--- src/efcs_pkg.sv ---
`default_nettype none

package efcs_pkg;

	// frame and result field widths
	localparam int unsigned BYTE_W       = 8;
	localparam int unsigned RAW_ANGLE_W  = 21;
	localparam int unsigned STATUS_W     = 3;
	localparam int unsigned DELTA_W      = 22;
	localparam int unsigned SPEED_W      = 32;
	localparam int unsigned GAIN_W       = 32;
	localparam int unsigned SPEED_SHIFT  = 16;

	// default resolution of the stored angle
	localparam int unsigned ANGLE_BITS_DEF = 21;

	// stream widths, padded to whole bytes
	localparam int unsigned IN_DATA_W  = 4 * BYTE_W;
	localparam int unsigned OUT_USED_W = RAW_ANGLE_W + STATUS_W + 1 + DELTA_W + SPEED_W;
	localparam int unsigned OUT_DATA_W = ((OUT_USED_W + 7) / 8) * 8;

	// crc-8, polynomial x^8+x^2+x+1, msb first
	localparam logic [BYTE_W-1:0] CRC_POLY = 8'h07;
	localparam logic [BYTE_W-1:0] CRC_INIT = 8'h00;

	function automatic logic [BYTE_W-1:0] crc8_byte(
		input logic [BYTE_W-1:0] crc,
		input logic [BYTE_W-1:0] data
	);
		logic [BYTE_W-1:0] v;
		v = crc ^ data;
		for (int k = 0; k < BYTE_W; k++) begin
			if (v[BYTE_W-1]) begin
				v = {v[BYTE_W-2:0], 1'b0} ^ CRC_POLY;
			end else begin
				v = {v[BYTE_W-2:0], 1'b0};
			end
		end
		return v;
	endfunction

endpackage

`default_nettype wire

--- src/encoder_frame_check_and_speed.sv ---
`default_nettype none

// Encoder frame check and speed.
// Input stream s_*: one item is one received encoder frame of four bytes.
// Output stream m_*: one result item per input item, in order: the unpacked
// angle and status, the crc verdict, the wrapped angle change since the last
// good frame and the speed in rpm (Q8), saturated to 32 bits. A frame that
// fails the crc gives zero delta and zero speed and leaves the stored angle.
// Configuration: cfg_wr_en/cfg_wr_data load the 32-bit Q24 speed gain; write
// it only while no item is in flight.
// Pipeline: an item passes through the input register, the crc/wrap stage,
// the multiply stage and the output register, in that order.
// Throughput: one item per cycle unless the output stalls; the stored
// angle is updated in the crc/wrap stage, so a frame sees the last good angle.
// The 22x33 multiply has a stage of its own, saturation sits before the
// output register.
// Stall: each stage holds while the one after it is full and stalled, so
// up to four items are taken while the receiver holds m_tready low.
// Reset: all stages empty, stored angle and speed gain are zero.
module encoder_frame_check_and_speed #(
	parameter int unsigned ANGLE_BITS = efcs_pkg::ANGLE_BITS_DEF
) (
	input  wire logic                              clk,
	input  wire logic                              arst_n,
	// config
	input  wire logic                              cfg_wr_en,
	input  wire logic [efcs_pkg::GAIN_W-1:0]       cfg_wr_data,
	// input stream
	input  wire logic                              s_tvalid,
	output logic                                   s_tready,
	// [7:0] angle_high_byte, [15:8] angle_mid_byte,
	// [23:16] angle_low_status_byte, [31:24] check_byte
	input  wire logic [efcs_pkg::IN_DATA_W-1:0]    s_tdata,
	// output stream
	output logic                                   m_tvalid,
	input  wire logic                              m_tready,
	// [20:0] angle, [23:21] status_bits, [24] crc_ok,
	// [46:25] angle_delta, [78:47] speed_q8, [79] zero
	output logic [efcs_pkg::OUT_DATA_W-1:0]        m_tdata
);
	import efcs_pkg::*;

	localparam int unsigned AB   = ANGLE_BITS;
	localparam int unsigned DW   = AB + 1;
	localparam int unsigned PW   = DW + GAIN_W + 1;
	localparam int unsigned WIDE = 64;

	localparam logic signed [DW-1:0] HALF_POS = {2'b01, {(AB-1){1'b0}}};
	localparam logic signed [DW-1:0] HALF_NEG = {2'b11, {(AB-1){1'b0}}};
	localparam logic [DW-1:0]        FULL     = {1'b1, {AB{1'b0}}};
	localparam logic signed [WIDE-1:0] SAT_MAX = WIDE'(64'sh0000_0000_7FFF_FFFF);
	localparam logic signed [WIDE-1:0] SAT_MIN = WIDE'(-64'sh0000_0000_8000_0000);

	// speed gain register
	logic [GAIN_W-1:0] speed_gain_q;

	always_ff @(posedge clk or negedge arst_n) begin
		if (!arst_n) begin
			speed_gain_q <= '0;
		end else if (cfg_wr_en) begin
			speed_gain_q <= cfg_wr_data;
		end
	end

	// stage valids and flow control
	logic v_s1, v_s2, v_s3, out_valid_q;
	logic rdy_out, rdy_s3, rdy_s2, rdy_s1;

	assign rdy_out  = !out_valid_q || m_tready;
	assign rdy_s3   = !v_s3 || rdy_out;
	assign rdy_s2   = !v_s2 || rdy_s3;
	assign rdy_s1   = !v_s1 || rdy_s2;
	assign s_tready = rdy_s1;
	assign m_tvalid = out_valid_q;

	always_ff @(posedge clk or negedge arst_n) begin
		if (!arst_n) begin
			v_s1        <= 1'b0;
			v_s2        <= 1'b0;
			v_s3        <= 1'b0;
			out_valid_q <= 1'b0;
		end else begin
			if (rdy_s1)  v_s1        <= s_tvalid;
			if (rdy_s2)  v_s2        <= v_s1;
			if (rdy_s3)  v_s3        <= v_s2;
			if (rdy_out) out_valid_q <= v_s3;
		end
	end

	// input register
	logic [IN_DATA_W-1:0] frame_s1;

	always_ff @(posedge clk) begin
		if (rdy_s1 && s_tvalid) begin
			frame_s1 <= s_tdata;
		end
	end

	// unpack, crc check and angle wrap
	logic [BYTE_W-1:0]                b0, b1, b2, chk;
	logic [RAW_ANGLE_W-1:0]           raw_angle;
	logic [RAW_ANGLE_W+AB-1:0]        raw_ext;
	logic [AB-1:0]                    angle_c;
	logic [BYTE_W-1:0]                crc_c;
	logic                             ok_c;
	logic signed [DW-1:0]             diff_c, wrap_c;
	logic [AB-1:0]                    last_angle_q;

	assign b0  = frame_s1[BYTE_W-1:0];
	assign b1  = frame_s1[2*BYTE_W-1:BYTE_W];
	assign b2  = frame_s1[3*BYTE_W-1:2*BYTE_W];
	assign chk = frame_s1[4*BYTE_W-1:3*BYTE_W];

	assign raw_angle = {b0, b1, b2[BYTE_W-1:STATUS_W]};
	assign raw_ext   = {{AB{1'b0}}, raw_angle};
	assign angle_c   = raw_ext[AB-1:0];

	assign crc_c = crc8_byte(crc8_byte(crc8_byte(CRC_INIT, b0), b1), b2);
	assign ok_c  = (crc_c == chk);

	always_comb begin
		diff_c = $signed({1'b0, angle_c}) - $signed({1'b0, last_angle_q});
		if (diff_c > HALF_POS) begin
			wrap_c = diff_c - $signed(FULL);
		end else if (diff_c < HALF_NEG) begin
			wrap_c = diff_c + $signed(FULL);
		end else begin
			wrap_c = diff_c;
		end
	end

	// stored angle follows good frames only
	always_ff @(posedge clk or negedge arst_n) begin
		if (!arst_n) begin
			last_angle_q <= '0;
		end else if (rdy_s2 && v_s1 && ok_c) begin
			last_angle_q <= angle_c;
		end
	end

	logic [AB-1:0]          angle_s2;
	logic [STATUS_W-1:0]    status_s2;
	logic                   ok_s2;
	logic signed [DW-1:0]   delta_s2;

	always_ff @(posedge clk) begin
		if (rdy_s2 && v_s1) begin
			angle_s2  <= angle_c;
			status_s2 <= b2[STATUS_W-1:0];
			ok_s2     <= ok_c;
			delta_s2  <= ok_c ? wrap_c : '0;
		end
	end

	// speed product
	logic signed [PW-1:0]   prod_c;
	logic signed [PW-1:0]   prod_s3;
	logic [AB-1:0]          angle_s3;
	logic [STATUS_W-1:0]    status_s3;
	logic                   ok_s3;
	logic signed [DW-1:0]   delta_s3;

	assign prod_c = delta_s2 * $signed({1'b0, speed_gain_q});

	always_ff @(posedge clk) begin
		if (rdy_s3 && v_s2) begin
			prod_s3   <= prod_c;
			angle_s3  <= angle_s2;
			status_s3 <= status_s2;
			ok_s3     <= ok_s2;
			delta_s3  <= delta_s2;
		end
	end

	// shift to Q8 and saturate
	logic signed [WIDE-1:0]       prod_wide, q_wide;
	logic [SPEED_W-1:0]           speed_c;
	logic [DW+DELTA_W-1:0]        delta_ext;
	logic [AB+RAW_ANGLE_W-1:0]    angle_ext;

	assign prod_wide = {{(WIDE-PW){prod_s3[PW-1]}}, prod_s3};
	assign q_wide    = prod_wide >>> SPEED_SHIFT;

	always_comb begin
		if (q_wide > SAT_MAX) begin
			speed_c = SAT_MAX[SPEED_W-1:0];
		end else if (q_wide < SAT_MIN) begin
			speed_c = SAT_MIN[SPEED_W-1:0];
		end else begin
			speed_c = q_wide[SPEED_W-1:0];
		end
	end

	assign delta_ext = {{DELTA_W{delta_s3[DW-1]}}, delta_s3};
	assign angle_ext = {{RAW_ANGLE_W{1'b0}}, angle_s3};

	// output register
	logic [RAW_ANGLE_W-1:0] angle_q;
	logic [STATUS_W-1:0]    status_q;
	logic                   crc_ok_q;
	logic [DELTA_W-1:0]     delta_q;
	logic [SPEED_W-1:0]     speed_q;

	always_ff @(posedge clk) begin
		if (rdy_out && v_s3) begin
			angle_q  <= angle_ext[RAW_ANGLE_W-1:0];
			status_q <= status_s3;
			crc_ok_q <= ok_s3;
			delta_q  <= delta_ext[DELTA_W-1:0];
			speed_q  <= speed_c;
		end
	end

	assign m_tdata = {{(OUT_DATA_W-OUT_USED_W){1'b0}},
		speed_q, delta_q, crc_ok_q, status_q, angle_q};

`ifndef SYNTH
	// a failed frame never carries a delta
	a_bad_crc_zero_delta: assert property (@(posedge clk) disable iff (!arst_n)
		v_s2 && !ok_s2 |-> delta_s2 == '0)
		else $error("nonzero delta on crc failure");

	// stored angle holds unless a good frame moves into the wrap stage
	a_last_angle_hold: assert property (@(posedge clk) disable iff (!arst_n)
		!(rdy_s2 && v_s1 && ok_c) |=> $stable(last_angle_q))
		else $error("stored angle changed without a good frame");

	// wrapped delta stays within half a turn
	a_delta_range: assert property (@(posedge clk) disable iff (!arst_n)
		v_s2 |-> (delta_s2 <= HALF_POS) && (delta_s2 >= HALF_NEG))
		else $error("wrapped delta out of range");

	// a failed frame reports zero speed
	a_bad_crc_zero_speed: assert property (@(posedge clk) disable iff (!arst_n)
		out_valid_q && !crc_ok_q |-> speed_q == '0)
		else $error("nonzero speed on crc failure");
`endif

endmodule

`default_nettype wire
--- config.mk ---
export PLATFORM = sky130hd
export DESIGN_NAME = encoder_frame_check_and_speed
export DESIGN_NICKNAME = d
export VERILOG_FILES = /design/src/efcs_pkg.sv /design/src/encoder_frame_check_and_speed.sv
export SDC_FILE = /design/constraint.sdc
export NUM_CORES = 2
export LEC_CHECK = 0
export ABC_AREA = 1
export BUFFER_PORTS_ARGS = -buffer_cell sky130_fd_sc_hd__buf_2
export CORE_MARGIN = 1
export CORE_UTILIZATION = 62
export CTS_CLUSTER_DIAMETER = 80
export DETAILED_ROUTE_END_ITERATION = 16
export GPL_TIMING_DRIVEN = 1
export PLACE_DENSITY_LB_ADDON = 0.12
export SETUP_SLACK_MARGIN = 0.05
export SLEW_MARGIN = 0
export SYNTH_ARGS = -nofsm -noshare
export SYNTH_HDL_FRONTEND = slang
export SYNTH_SLANG_ARGS = --single-unit
--- constraint.sdc ---
create_clock -name clk -period 8.9 [get_ports clk]
set_input_delay 0.89 -clock clk [delete_from_list [all_inputs] [get_ports clk]]
set_output_delay 0.89 -clock clk [all_outputs]
set_load 0.01 [all_outputs]
==> run_results.csv <==
group,metric,value,unit
run_status,status,"finished, final reports clean",
floorplan,core,56800,um^2
detailed_routing,dr.first_iter.drc_count,2322,
floorplan,die_w,243,um
synthesis,ys_seq_elements,301,
synthesis,synth.distinct_cells,47,
setup_path,regToRegSetupSlack,980,ps
clock_network,clock_latency,590,ps
grt,grt_antenna_before_repair,0,
setup_path,critPathLaunchType,"flop",
clock_network,cts-root-buf,"clkbuf_16",
placed_design,io_buffers,149,
clock_network,cts_tree,"built",
synthesis,synth_largest_area_cell,"fa_1",
timing,hold_viol,0,
setup_path,worstPathRequired,9220,ps
clock_network,cts-buffers-inserted,38,
placed_design,dp_hpwl,75200,um
synthesis,synth_top_area_share,33.4,%
synthesis,synthTopCellsByCount,"inv_1, nand2_1, fa_1",
floorplan,die_area,58900,um^2
hold_path,hold-path-endpoint,"delta_q[0]",
timing,maxSlewHeadroom,15.3,%
synthesis,syn_avg_cell_area,8.92,um^2
detailed_routing,vias_per_cell,5.43,
finish,drive_above_1_share,9.01,%
synthesis,syn_nets,4915,
setup_path,path_class,"reg -> reg",
clock_network,hold_buffers,0,
timing,clock_skew,42.4,ps
setup_path,ff2ff_path_depth,21,
clock_network,cts.sinks,301,
floorplan,rows,87,
hold_path,hold_path.startpoint,"delta_s3[0]",
hold_path,hold_path_class,"reg -> reg",
finish,num-fill-cells,4723,
timing,fmax,126,MHz
finish,fin_nets,5013,
setup_path,critPathArrivalTime,8250,ps
timing,post-route-period-util,89.0,%
timing,period_needed,7920,ps
finish,area_delta_synth_final,8.05,%
timing,maxSlewViolCount,0,
synthesis,seq_area_frac_synth,24.4,%
clock_network,clk_pin_slew,60,ps
grt,grt_use_total,34.1,%
grt,grt_first_pass_wirelength,152000,um
synthesis,yosys_warnings,0,
synthesis,synthCells,4024,
synthesis,synth_ff_type,"edfxtp_1",
finish,ff_latch_area,8750,um^2
finish,antenna_cells,0,
detailed_routing,wl_per_cell,19.5,um
setup_path,cp_max_fo,26,
detailed_routing,ant_nets,0,
flow_run,maxCapViolCount,0,
clock_network,post_cts_resized,0,
setup_path,cp-end-kind,"flop",
detailed_routing,drt-pass1-iter-count,6,
detailed_routing,num_vias,26600,
finish,multi_input_area,22400,um^2
timing,tightest_slew,1270,ps
floorplan,die_y,243,um
clock_network,cts_buffer_depth,3,
hold_path,hold_path_depth,0,
setup_path,reg2reg_to,"prod_s3[49]",
clock_network,htree_levels,2,
grt,grt_overflow_total,0,
grt,grt_max_degree,70,
timing,grt_setup_unrepaired,"false",
detailed_routing,wl,95900,um
floorplan,io_pins,151,
synthesis,async_flop_share,18.9,%
timing,tns,0,ps
synthesis,synth_edf_count,244,
setup_path,r2r-start,"delta_s2[7]",
grt,grt_pass1_vias,27800,
timing,setup_viol,0,
detailed_routing,drc,0,
setup_path,crit_start,"delta_s2[7]",
clock_network,cts_setup_buffers,0,
placed_design,gp_congestion,0.961,
synthesis,ys_top_cells_by_area,"fa_1, edfxtp_1, inv_1",
synthesis,mappedNetlistArea,35900,um^2
floorplan,initial_core_util,63.2,%
synthesis,synth.most_common_cell,"inv_1",
-- registers in the layout (all words and copies together), names as in the netlist, 3 cells and up --
register and flops:
angle_s3 21, frame_s1 32, speed_q 32, status_q 3
speed_gain_q 32, delta_s3 22, status_s3 3, delta_q 22
prod_s3 39, angle_q 21, delta_s2 22, last_angle_q 21
status_s2 3, angle_s2 21
-- critical path, stage by stage, from the launching register on --
cell	delay, ps
edfxtp_1	1190
nand2_1	190
fa_1	560
fa_1	550
inv_1	50
fa_1	490
fa_1	600
fa_1	450
fa_1	540
inv_1	60
fa_1	480
inv_1	40
ha_1	350
nand2_1	120
nor2_1	160
nand2_1	90
o211ai_1	450
a21oi_1	190
o21ai_0	520
nand3_1	200
o21ai_0	260
xor2_1	110
-- logic make-up after synthesis --
group	Yosys count	synth area share [%]
fa+ha+maj	822	41.2
compound gates	229	3.55
simple gates	1318	15.3
buf+inv	1267	13.4
flops	301	24.4
mux	21	0.659
xor+xnor	65	1.59
other cells	1	0.0104
-- cells in the final DEF, fill, tap and decap left out, types with 4 or more instances in the layout --
master and count:
inv_1 1099, nand2_1 1003, fa_1 598, edfxtp_1 244, ha_1 224, buf_2 149, nor2_1 124, a21oi_1 93
o21ai_0 85, nand3_1 74, buf_4 64, dfrtp_1 57, xor2_1 42, clkbuf_16 38, nand4_1 33, nand2_2 26
xnor2_1 23, nor2_4 22, mux2_2 21, inv_2 11, nor3_1 9, o21a_1 9, a21o_1 9, nand3_2 8
a31oi_1 7, o211ai_1 6, nand3b_1 6, clkinv_2 5, clkbuf_1 5, nor4_1 4, inv_6 4, bufinv_16 4
-- how the worst max path moves through the flow --
stage / slack [ps] / to
finish: 980 / prod_s3[49]
CTS: 1070 / prod_s3[49]
global route: 670 / prod_s3[49]
floorplan: 2420 / prod_s3[49]
detailed placement: 1110 / prod_s3[49]
global placement: 1230 / prod_s3[42]
-- cell type report --
type | instances | share of cell area (%)
clock buffer | 45 | 2.57
clock inverter | 23 | 0.787
inverter | 1111 | 10.8
multi-input combinational | 2456 | 57.7
sequential | 301 | 22.6
tap | 756 | 2.44
timing repair buffer | 214 | 3.21
-- through the flow --
stage               area (um^2)  util, %  std cells  setup WS [ps]  hold slack, ps
floorplan                 35900        -       4024           2420             400
global placement          37500     66.0       4838           1230             401
detailed placement        37500     66.0       4838           1110             405
CTS                       38800     68.3       4906           1070             395
global route              38800     68.3       4906            670             418
finish                    38800     68.3       4906            975             412
-- per-layer routing --
layer / GRT usage, % / share of wire, %
met5: 0 / 0
met4: 15.4 / 5.0
met3: 5.13 / 8.1
met2: 56.3 / 48
met1: 44.8 / 39
Power is not shown: default switching activity piles up to over one toggle a cycle in this logic, so the estimate is an artifact.
